## src/hdl/ray_ground_point_classifier_core_defines.svh

```systemverilog
// assertion macros for the classifier rtl, used by the queue
`ifndef RAY_GROUND_POINT_CLASSIFIER_CORE_DEFINES_SVH
`define RAY_GROUND_POINT_CLASSIFIER_CORE_DEFINES_SVH

// same-cycle implication, sampled on clk, off while in reset
`define RGPC_ASSERT_NOW(lbl, ante, cons) \
  lbl: assert property (@(posedge clk) disable iff (!rst_n) (ante) |-> (cons)) \
    else $error("rgpc assertion failed");

// next-cycle implication, sampled on clk, off while in reset
`define RGPC_ASSERT_NEXT(lbl, ante, cons) \
  lbl: assert property (@(posedge clk) disable iff (!rst_n) (ante) |=> (cons)) \
    else $error("rgpc assertion failed");

`endif

```

## src/hdl/rgpc_pkg.sv

```systemverilog
package rgpc_pkg;

  localparam int RADIUS_W   = 16;
  localparam int HEIGHT_W   = 16;
  localparam int LEN_W      = 12;
  localparam int TAN_W      = 16;
  localparam int GAP_W      = 16;
  localparam int CFG_IDX_W  = 3;
  localparam int CFG_DATA_W = 16;
  // signed width that holds any Q16 height difference or threshold
  localparam int CMP_W      = 36;

  localparam int Q_DEPTH = 2;
  localparam int Q_PTR_W = $clog2(Q_DEPTH);
  localparam int Q_CNT_W = $clog2(Q_DEPTH + 1);

  localparam logic [LEN_W-1:0] SENSOR_HEIGHT_RST = 12'd1800;
  localparam logic [TAN_W-1:0] LOCAL_TAN_RST     = 16'd5734;
  localparam logic [TAN_W-1:0] GLOBAL_TAN_RST    = 16'd8047;
  localparam logic [LEN_W-1:0] MIN_STEP_RST      = 12'd50;
  localparam logic [LEN_W-1:0] CONC_STEP_RST     = 12'd10;
  localparam logic [GAP_W-1:0] RECLASS_GAP_RST   = 16'd200;

  typedef enum logic [CFG_IDX_W-1:0] {
    REG_SENSOR_HEIGHT = 3'd0,
    REG_LOCAL_TAN     = 3'd1,
    REG_GLOBAL_TAN    = 3'd2,
    REG_MIN_STEP      = 3'd3,
    REG_CONC_STEP     = 3'd4,
    REG_RECLASS_GAP   = 3'd5
  } cfg_reg_t;

  typedef struct packed {
    logic can_push;
    logic has_data;
  } q_stat_t;

endpackage

```

## src/hdl/rgpc_ifs.sv

```systemverilog
interface rgpc_in_if import rgpc_pkg::*; #(parameter int INDEX_BITS = 18) ();
  logic                       valid;
  logic                       ready;
  logic [RADIUS_W-1:0]        radius_mm;
  logic signed [HEIGHT_W-1:0] height_mm;
  logic                       ray_start;
  logic [INDEX_BITS-1:0]      point_index;

  modport source(output valid, radius_mm, height_mm, ray_start, point_index, input ready);
  modport sink(input valid, radius_mm, height_mm, ray_start, point_index, output ready);
endinterface

interface rgpc_out_if #(parameter int INDEX_BITS = 18) ();
  logic                  valid;
  logic                  ready;
  logic [INDEX_BITS-1:0] point_tag;
  logic                  is_ground;

  modport source(output valid, point_tag, is_ground, input ready);
  modport sink(input valid, point_tag, is_ground, output ready);
endinterface

interface rgpc_cfg_if import rgpc_pkg::*; ();
  logic                  valid;
  logic                  ready;
  logic [CFG_IDX_W-1:0]  index;
  logic [CFG_DATA_W-1:0] data;

  modport source(output valid, index, data, input ready);
  modport sink(input valid, index, data, output ready);
endinterface

```

## src/hdl/rgpc_front.sv

```systemverilog
module rgpc_front import rgpc_pkg::*; #(
  parameter int INDEX_BITS = 18
) (
  input  logic                  clk,
  input  logic                  rst_n,
  rgpc_in_if.sink               in_chan,
  rgpc_cfg_if.sink              cfg_chan,
  input  q_stat_t               q_stat,
  output logic                  q_push,
  output logic [INDEX_BITS:0]   q_data
);

  logic [LEN_W-1:0] sensor_h_r;
  logic [TAN_W-1:0] local_tan_r;
  logic [TAN_W-1:0] global_tan_r;
  logic [LEN_W-1:0] min_step_r;
  logic [LEN_W-1:0] conc_step_r;
  logic [GAP_W-1:0] gap_r;

  logic [RADIUS_W-1:0]        last_radius_r, last_radius_nxt;
  logic signed [HEIGHT_W-1:0] last_height_r, last_height_nxt;
  logic                       last_ground_r, last_ground_nxt;

  logic                       accept;
  logic [RADIUS_W-1:0]        base_radius;
  logic signed [HEIGHT_W-1:0] base_height;
  logic signed [HEIGHT_W-1:0] floor_mm;
  logic                       base_ground;
  logic signed [RADIUS_W:0]   step;
  logic signed [33:0]         thr_raw;
  logic signed [33:0]         min_thr;
  logic signed [33:0]         thr;
  logic [31:0]                gthr;
  logic signed [HEIGHT_W:0]   diff_prev;
  logic signed [HEIGHT_W:0]   diff_floor;
  logic signed [CMP_W-1:0]    dprev_q, dfloor_q, thr_q, gthr_q;
  logic                       big_step, gap_step;
  logic                       in_local, in_cone, in_floor;
  logic                       ground;

  function automatic logic in_window(logic signed [CMP_W-1:0] d,
                                     logic signed [CMP_W-1:0] t);
    in_window = (d <= t) && (d >= -t);
  endfunction

  assign cfg_chan.ready = 1'b1;

  always_ff @(posedge clk) begin
    if (!rst_n) begin
      sensor_h_r   <= SENSOR_HEIGHT_RST;
      local_tan_r  <= LOCAL_TAN_RST;
      global_tan_r <= GLOBAL_TAN_RST;
      min_step_r   <= MIN_STEP_RST;
      conc_step_r  <= CONC_STEP_RST;
      gap_r        <= RECLASS_GAP_RST;
    end else if (cfg_chan.valid) begin
      case (cfg_reg_t'(cfg_chan.index))
        REG_SENSOR_HEIGHT: sensor_h_r   <= cfg_chan.data[LEN_W-1:0];
        REG_LOCAL_TAN:     local_tan_r  <= cfg_chan.data[TAN_W-1:0];
        REG_GLOBAL_TAN:    global_tan_r <= cfg_chan.data[TAN_W-1:0];
        REG_MIN_STEP:      min_step_r   <= cfg_chan.data[LEN_W-1:0];
        REG_CONC_STEP:     conc_step_r  <= cfg_chan.data[LEN_W-1:0];
        REG_RECLASS_GAP:   gap_r        <= cfg_chan.data[GAP_W-1:0];
        default: ;
      endcase
    end
  end

  assign accept         = in_chan.valid && in_chan.ready;
  assign in_chan.ready  = q_stat.can_push;

  // ray start restarts the neighbour from the floor under the sensor
  assign floor_mm    = -$signed({{(HEIGHT_W-LEN_W){1'b0}}, sensor_h_r});
  assign base_radius = in_chan.ray_start ? '0 : last_radius_r;
  assign base_height = in_chan.ray_start ? floor_mm : last_height_r;
  assign base_ground = !in_chan.ray_start && last_ground_r;

  assign step    = $signed({1'b0, in_chan.radius_mm}) - $signed({1'b0, base_radius});
  assign thr_raw = $signed({1'b0, local_tan_r}) * step;
  assign gthr    = global_tan_r * in_chan.radius_mm;
  assign min_thr = $signed({6'd0, min_step_r, 16'd0});

  assign big_step = step > $signed({{(RADIUS_W+1-LEN_W){1'b0}}, conc_step_r});
  assign gap_step = $signed({step[RADIUS_W], step}) > $signed({2'b00, gap_r});
  assign thr      = (big_step && (thr_raw < min_thr)) ? min_thr : thr_raw;

  assign diff_prev  = $signed({in_chan.height_mm[HEIGHT_W-1], in_chan.height_mm})
                    - $signed({base_height[HEIGHT_W-1], base_height});
  assign diff_floor = $signed({in_chan.height_mm[HEIGHT_W-1], in_chan.height_mm})
                    - $signed({floor_mm[HEIGHT_W-1], floor_mm});

  // height differences in Q16 millimetres, same scale as the thresholds
  assign dprev_q  = $signed({{(CMP_W-HEIGHT_W-17){diff_prev[HEIGHT_W]}}, diff_prev, 16'd0});
  assign dfloor_q = $signed({{(CMP_W-HEIGHT_W-17){diff_floor[HEIGHT_W]}}, diff_floor, 16'd0});
  assign thr_q    = $signed({{(CMP_W-34){thr[33]}}, thr});
  assign gthr_q   = $signed({{(CMP_W-32){1'b0}}, gthr});

  assign in_local = in_window(dprev_q, thr_q);
  assign in_cone  = in_window(dfloor_q, gthr_q);
  assign in_floor = in_window(dfloor_q, thr_q);
  assign ground   = in_local ? (base_ground || in_cone) : (gap_step && in_floor);

  always_comb begin
    last_radius_nxt = last_radius_r;
    last_height_nxt = last_height_r;
    last_ground_nxt = last_ground_r;
    if (accept) begin
      last_radius_nxt = in_chan.radius_mm;
      last_height_nxt = in_chan.height_mm;
      last_ground_nxt = ground;
    end
  end

  always_ff @(posedge clk) begin
    if (!rst_n) begin
      last_radius_r <= '0;
      last_height_r <= -$signed({{(HEIGHT_W-LEN_W){1'b0}}, SENSOR_HEIGHT_RST});
      last_ground_r <= 1'b0;
    end else begin
      last_radius_r <= last_radius_nxt;
      last_height_r <= last_height_nxt;
      last_ground_r <= last_ground_nxt;
    end
  end

  assign q_push = accept;
  assign q_data = {in_chan.point_index, ground};

endmodule

```

## src/hdl/rgpc_queue.sv

```systemverilog
`include "ray_ground_point_classifier_core_defines.svh"

module rgpc_queue import rgpc_pkg::*; #(
  parameter int WIDTH = 19
) (
  input  logic             clk,
  input  logic             rst_n,
  input  logic             push,
  input  logic [WIDTH-1:0] push_data,
  input  logic             pop,
  output logic [WIDTH-1:0] pop_data,
  output q_stat_t          stat
);

  logic [WIDTH-1:0]   mem_r [Q_DEPTH];
  logic [Q_PTR_W-1:0] wr_ptr_r, wr_ptr_nxt;
  logic [Q_PTR_W-1:0] rd_ptr_r, rd_ptr_nxt;
  logic [Q_CNT_W-1:0] cnt_r, cnt_nxt;

  always_ff @(posedge clk) begin
    if (push) begin
      mem_r[wr_ptr_r] <= push_data;
    end
  end

  always_comb begin
    wr_ptr_nxt = wr_ptr_r;
    rd_ptr_nxt = rd_ptr_r;
    cnt_nxt    = cnt_r;
    if (push) begin
      wr_ptr_nxt = (wr_ptr_r == Q_PTR_W'(Q_DEPTH - 1)) ? '0 : wr_ptr_r + 1'b1;
    end
    if (pop) begin
      rd_ptr_nxt = (rd_ptr_r == Q_PTR_W'(Q_DEPTH - 1)) ? '0 : rd_ptr_r + 1'b1;
    end
    if (push && !pop) begin
      cnt_nxt = cnt_r + 1'b1;
    end else if (pop && !push) begin
      cnt_nxt = cnt_r - 1'b1;
    end
  end

  always_ff @(posedge clk) begin
    if (!rst_n) begin
      wr_ptr_r <= '0;
      rd_ptr_r <= '0;
      cnt_r    <= '0;
    end else begin
      wr_ptr_r <= wr_ptr_nxt;
      rd_ptr_r <= rd_ptr_nxt;
      cnt_r    <= cnt_nxt;
    end
  end

  assign pop_data      = mem_r[rd_ptr_r];
  assign stat.can_push = (cnt_r != Q_CNT_W'(Q_DEPTH));
  assign stat.has_data = (cnt_r != '0);

  `RGPC_ASSERT_NOW(a_no_overflow, push, cnt_r != Q_CNT_W'(Q_DEPTH))
  `RGPC_ASSERT_NOW(a_no_underflow, pop, cnt_r != '0)
  `RGPC_ASSERT_NEXT(a_cnt_up, push && !pop, cnt_r == $past(cnt_r) + 1'b1)
  `RGPC_ASSERT_NEXT(a_cnt_down, pop && !push, cnt_r == $past(cnt_r) - 1'b1)

endmodule

```

## src/hdl/rgpc_back.sv

```systemverilog
module rgpc_back import rgpc_pkg::*; #(
  parameter int INDEX_BITS = 18
) (
  input  logic                clk,
  input  logic                rst_n,
  input  q_stat_t             q_stat,
  input  logic [INDEX_BITS:0] q_data,
  output logic                q_pop,
  rgpc_out_if.source          out_chan
);

  logic                  out_valid_r, out_valid_nxt;
  logic [INDEX_BITS-1:0] out_tag_r;
  logic                  out_ground_r;
  logic                  load;

  // refill the output register whenever it is empty or being drained
  assign load  = q_stat.has_data && (!out_valid_r || out_chan.ready);
  assign q_pop = load;

  always_comb begin
    out_valid_nxt = out_valid_r;
    if (load) begin
      out_valid_nxt = 1'b1;
    end else if (out_chan.ready) begin
      out_valid_nxt = 1'b0;
    end
  end

  always_ff @(posedge clk) begin
    if (!rst_n) begin
      out_valid_r <= 1'b0;
    end else begin
      out_valid_r <= out_valid_nxt;
    end
  end

  always_ff @(posedge clk) begin
    if (load) begin
      out_tag_r    <= q_data[INDEX_BITS:1];
      out_ground_r <= q_data[0];
    end
  end

  assign out_chan.valid     = out_valid_r;
  assign out_chan.point_tag = out_tag_r;
  assign out_chan.is_ground = out_ground_r;

endmodule

```

## src/hdl/ray_ground_point_classifier_core.sv

```systemverilog
// a point accepted at the input is written into the queue, then loaded into the
// output register, where it waits for the receiver; one point per cycle while the
// queue has room, the classify step is combinational through the previous point's ground flag
// a two-entry queue and an output register decouple input and result sides
// reset: synchronous active-low rst_n restores register defaults, clears the
// ray state to radius 0, height minus the default sensor height, not ground
module ray_ground_point_classifier_core import rgpc_pkg::*; #(
  parameter int INDEX_BITS = 18
) (
  input  logic       clk,
  input  logic       rst_n,
  rgpc_in_if.sink    in_chan,
  rgpc_out_if.source out_chan,
  rgpc_cfg_if.sink   cfg_chan
);

  q_stat_t             q_stat;
  logic                q_push;
  logic                q_pop;
  logic [INDEX_BITS:0] q_wr_data;
  logic [INDEX_BITS:0] q_rd_data;

  rgpc_front #(
    .INDEX_BITS(INDEX_BITS)
  ) u_front (
    .clk      (clk),
    .rst_n    (rst_n),
    .in_chan  (in_chan),
    .cfg_chan (cfg_chan),
    .q_stat   (q_stat),
    .q_push   (q_push),
    .q_data   (q_wr_data)
  );

  rgpc_queue #(
    .WIDTH(INDEX_BITS + 1)
  ) u_queue (
    .clk       (clk),
    .rst_n     (rst_n),
    .push      (q_push),
    .push_data (q_wr_data),
    .pop       (q_pop),
    .pop_data  (q_rd_data),
    .stat      (q_stat)
  );

  rgpc_back #(
    .INDEX_BITS(INDEX_BITS)
  ) u_back (
    .clk      (clk),
    .rst_n    (rst_n),
    .q_stat   (q_stat),
    .q_data   (q_rd_data),
    .q_pop    (q_pop),
    .out_chan (out_chan)
  );

endmodule

```

## src/flat_wrapper.sv

```systemverilog
// flat-port wrapper written by rule: the top's interface ports become plain ports
module ray_ground_point_classifier_core_flat import rgpc_pkg::*;
#(
  parameter int INDEX_BITS = 18
)
  (clk, rst_n, in_chan_valid, in_chan_radius_mm, in_chan_height_mm, in_chan_ray_start, in_chan_point_index, in_chan_ready, out_chan_valid, out_chan_point_tag, out_chan_is_ground, out_chan_ready, cfg_chan_valid, cfg_chan_index, cfg_chan_data, cfg_chan_ready);
  rgpc_in_if #(.INDEX_BITS(INDEX_BITS)) in_chan_i ();
  rgpc_out_if #(.INDEX_BITS(INDEX_BITS)) out_chan_i ();
  rgpc_cfg_if cfg_chan_i ();
  input  logic clk;
  input  logic rst_n;
  input wire logic [$bits(in_chan_i.valid)-1:0] in_chan_valid;
  input wire logic [$bits(in_chan_i.radius_mm)-1:0] in_chan_radius_mm;
  input wire logic [$bits(in_chan_i.height_mm)-1:0] in_chan_height_mm;
  input wire logic [$bits(in_chan_i.ray_start)-1:0] in_chan_ray_start;
  input wire logic [$bits(in_chan_i.point_index)-1:0] in_chan_point_index;
  output wire logic [$bits(in_chan_i.ready)-1:0] in_chan_ready;
  output wire logic [$bits(out_chan_i.valid)-1:0] out_chan_valid;
  output wire logic [$bits(out_chan_i.point_tag)-1:0] out_chan_point_tag;
  output wire logic [$bits(out_chan_i.is_ground)-1:0] out_chan_is_ground;
  input wire logic [$bits(out_chan_i.ready)-1:0] out_chan_ready;
  input wire logic [$bits(cfg_chan_i.valid)-1:0] cfg_chan_valid;
  input wire logic [$bits(cfg_chan_i.index)-1:0] cfg_chan_index;
  input wire logic [$bits(cfg_chan_i.data)-1:0] cfg_chan_data;
  output wire logic [$bits(cfg_chan_i.ready)-1:0] cfg_chan_ready;
  assign in_chan_i.valid = in_chan_valid;
  assign in_chan_i.radius_mm = in_chan_radius_mm;
  assign in_chan_i.height_mm = in_chan_height_mm;
  assign in_chan_i.ray_start = in_chan_ray_start;
  assign in_chan_i.point_index = in_chan_point_index;
  assign in_chan_ready = in_chan_i.ready;
  assign out_chan_valid = out_chan_i.valid;
  assign out_chan_point_tag = out_chan_i.point_tag;
  assign out_chan_is_ground = out_chan_i.is_ground;
  assign out_chan_i.ready = out_chan_ready;
  assign cfg_chan_i.valid = cfg_chan_valid;
  assign cfg_chan_i.index = cfg_chan_index;
  assign cfg_chan_i.data = cfg_chan_data;
  assign cfg_chan_ready = cfg_chan_i.ready;
  ray_ground_point_classifier_core #(.INDEX_BITS(INDEX_BITS)) u_core (.clk(clk), .rst_n(rst_n), .in_chan(in_chan_i), .out_chan(out_chan_i), .cfg_chan(cfg_chan_i));
endmodule
```

## config.mk

```make
export PLATFORM = sky130hd
export DESIGN_NAME = ray_ground_point_classifier_core_flat
export DESIGN_NICKNAME = d
export VERILOG_FILES = /design/src/hdl/rgpc_pkg.sv /design/src/hdl/rgpc_ifs.sv /design/src/hdl/rgpc_front.sv /design/src/hdl/rgpc_queue.sv /design/src/hdl/rgpc_back.sv /design/src/hdl/ray_ground_point_classifier_core.sv /design/src/flat_wrapper.sv
export VERILOG_INCLUDE_DIRS = /design/src /design/src/hdl
export SDC_FILE = /design/constraint.sdc
export NUM_CORES = 2
export LEC_CHECK = 0
export BUFFER_PORTS_ARGS = -buffer_cell sky130_fd_sc_hd__buf_2
export CORE_MARGIN = 1
export CORE_UTILIZATION = 30
export DETAILED_ROUTE_END_ITERATION = 10
export HOLD_SLACK_MARGIN = 0.08
export SYNTH_ARGS = -nofsm -noshare
export SYNTH_HDL_FRONTEND = slang
export SYNTH_SLANG_ARGS = --single-unit
```

## constraint.sdc

```tcl
create_clock -name clk -period 14.7 [get_ports clk]
set_input_delay 1.47 -clock clk [delete_from_list [all_inputs] [get_ports clk]]
set_output_delay 1.47 -clock clk [all_outputs]
set_load 0.02 [all_outputs]
```

==> results by group <==
Floorplanning
  • Starting Density: 30.2%
  • Ports: 97
  • Die width: 328 um
  • Core area: 105,000 um2
  • Die height: 328 um
  • Row cnt: 119
  • Die ar.: about 110,000 um2

Yosys
  • Commonest cells in the netlist: nand2_1, inv_1, ha_1
  • Cells after synthesis: 3,757
  • Biggest area consumer among synthesized cells: fa_1
  • Top cell type's share of synthesized area: 25.5%
  • Mapped Nets: around 4.7k
  • EDFF count, synth: 57
  • Post-synthesis cell type count: 87
  • Main area contributors after synthesis: fa_1, ha_1, dfxtp_1
  • Post-Synthesis Cell Area: 31,800 um2
  • Count leader, synth: nand2_1
  • YS warnings: 0
  • Post-synthesis sequential area ratio: between 10% and 20%
  • #FFs+latches synth: 179
  • Post-Syn Area per Cell: 8.47 um2
  • Asr flop ratio synth: 0%
  • Synth Flop Type: dfxtp_1

Setup path
  • Worst setup EP type: register
  • CP arrival: about 15 ns
  • R2R cell count: 54
  • CP max FO: 6
  • Worst r2r src: u_core.u_front.last_radius_r[0]
  • Crit-path max cell delay: 0.67 ns
  • CP startpoint kind: primary input
  • Most frequent CP cell: fa_1
  • Worst R2R End: u_core.u_front.last_ground_r
  • Reg2Reg Setup Slack: 1.53 ns
  • WS Path Type: in2reg
  • Slowest stage cell on the critical path: or4b_2
  • CP required: ~15 ns

Route
  • Via-per-instance ratio: 4.99
  • DR vias: 26.2k
  • DR DRC count: 0
  • Wirelength per Cell: 17.8 um
  • TritonRoute pass-1 iters: 5
  • DRT Wirelength: about 93,000 um
  • Iter 0 DRT Violations: 1,532
  • Antenna Violating Nets Remaining: 0

Clock tree
  • Hold buffer count at CTS: 0
  • Clock sink total: 179
  • Root buffer cell: clkbuf_16
  • TritonCTS clock tree: yes
  • Worst-path clk slew: 0.08 ns
  • H-tree depth: 4
  • CTS max path bufs: 2
  • CTS buffer count: 17
  • Skew-Pair Late Insertion Delay: 0.46 ns

Timing
  • Clock Skew: 0.0206 ns
  • Slew @ Worst Pin: about 1.2 ns
  • Final setup violation count: 0
  • Fmax: 70.7 MHz
  • Total Negative Setup Slacks: 0 ns
  • Final hold violations: 0
  • Pins Over Slew Limit: 0
  • Fin worst setup slack: 0.547 ns
  • Tmin final: 14.15 ns
  • Slew margin rel.: 21.2%
  • Period utilization: 96.3%

Placement
  • Post-Place Setup Slack: -0.0446 ns
  • Cell Area, Placed: 34,300 um2
  • Placer congestion estimate: 0.937
  • HPWL Detailed: roughly 76,000 um
  • PortBufs: 95

Global route
  • Largest net degree at the start of global routing: 90
  • Vias in the first global route: 26.0k
  • Antenna violations before repair: 12
  • First-pass GRT wire length: ~150,000 um
  • Global route overflow: 0
  • Global Route Usage Sum: approximately 17%

Layout
  • Final nets: 4,745
  • Finished Cell Area: 35,000 um2
  • Core Util, Final: roughly a third
  • Area delta synth->final: 10.1%
  • Share of layout cells above drive strength 1: 8.06%

Hold path
  • Worst hold path startpoint: u_core.u_front.last_height_r[13]
  • Hold Path Stages: 2
  • Worst hold path class: reg2reg
  • Hold path endpoint: u_core.u_front.last_height_r[13]

Flow run
  • Max_cap viols: 0

Outcome
  • Status: complete, no violations
-- layer usage --
metal  track usage [%]  wire length, um
met2              28.9            43700
met1              23.2            41400
met5                 0               58
met4              5.24             2570
met3              2.37             5440
-- layout by cell type (no fill, tap or decap), drive strengths merged, types with 14 or more instances in the layout --
cell / n
or2: 19
nand4: 44
a211oi: 26
fa: 406
buf: 201
inv: 585
nor2: 116
nand2: 637
a21o: 54
a31oi: 18
o21ai: 100
a21oi: 128
or3: 14
xnor2: 71
ha: 432
nand3: 73
xor2: 40
clkbuf: 17
dfxtp: 122
and3: 16
mux2: 23
nand2b: 26
a21boi: 92
edfxtp: 57
o21a: 22
and2: 203
o211ai: 24
nor3: 39
nor2b: 70
-- logic make-up after synthesis --
family	count (synthesis)	share of synthesized area (%)
multiplexers	34	1.16
AO/OA/AOI/OAI	565	12.1
other	1	0.0118
flip-flops	179	13.0
buffers and inverters	725	8.58
AND/OR/NAND/NOR	1304	19.6
adder cells (fa/ha/maj)	838	42.5
XOR/XNOR	111	3.05
-- worst max-delay path by stage --
stage | endpoint | slack [ns] | start | cells after the start
3_5_place_dp | u_core.u_front.last_ground_r | -0.04 | in_chan_ray_start | 58
2_1_floorplan | u_core.u_front.last_ground_r | 0.12 | in_chan_ray_start | 60
3_3_place_gp | u_core.u_queue.mem_r[0][0] | 0.05 | in_chan_ray_start | 57
5_1_grt | u_core.u_front.last_ground_r | -0.07 | in_chan_ray_start | 58
6_report | u_core.u_front.last_ground_r | 0.55 | in_chan_ray_start | 56
4_1_cts | u_core.u_front.last_ground_r | 0.37 | in_chan_ray_start | 58
-- registers in the layout, summed over array words and instances, names as in the netlist, 2 cells and up --
name,flops
u_core.u_queue.mem_r,38
u_core.u_back.out_chan.point_tag,18
u_core.u_front.last_height_r,16
u_core.u_front.conc_step_r,12
u_core.u_front.sensor_h_r,12
u_core.u_front.last_radius_r,16
u_core.u_front.gap_r,16
u_core.u_front.min_step_r,12
u_core.u_queue.cnt_r,2
u_core.u_front.global_tan_r,16
u_core.u_front.local_tan_r,16
-- through the flow --
step	hold slack [ns]	instances
after floorplan	0.435	3757
after global routing	0.480	5237
after global placement	0.445	5202
final	0.466	5243
after CTS	0.469	5234
after detailed placement	0.452	5202
-- timing repair --
item                                    4_1_cts  5_1_grt
buffers inserted                              0        2
gates resized for setup                       0       14
endpoints found under the setup margin        0        3
-- cell type report --
| class | count | area [um2] |
|---|---|---|
| fill | 10900 | 70200 |
| multi-input combinational | 2853 | 25000 |
| sequential | 179 | 4150 |
| inverter | 580 | 2180 |
| tap | 1391 | 1740 |
| timing repair buffer | 201 | 1270 |
| clock buffer | 17 | 425 |
| clock inverter | 15 | 216 |
| antenna | 7 | 17.5 |
-- worst max-delay path, delay by kind of cell --
kind | cells | cell delay [ns]
AOI/OAI and AO/OA | 23 | 4.55
adders and majority gates | 11 | 4.77
buffers and inverters | 7 | 0.75
muxes | 1 | 0.29
and+or+nand+nor | 14 | 2.71
Power is not shown: default switching activity piles up to over one toggle a cycle in this logic, so the estimate is an artifact.
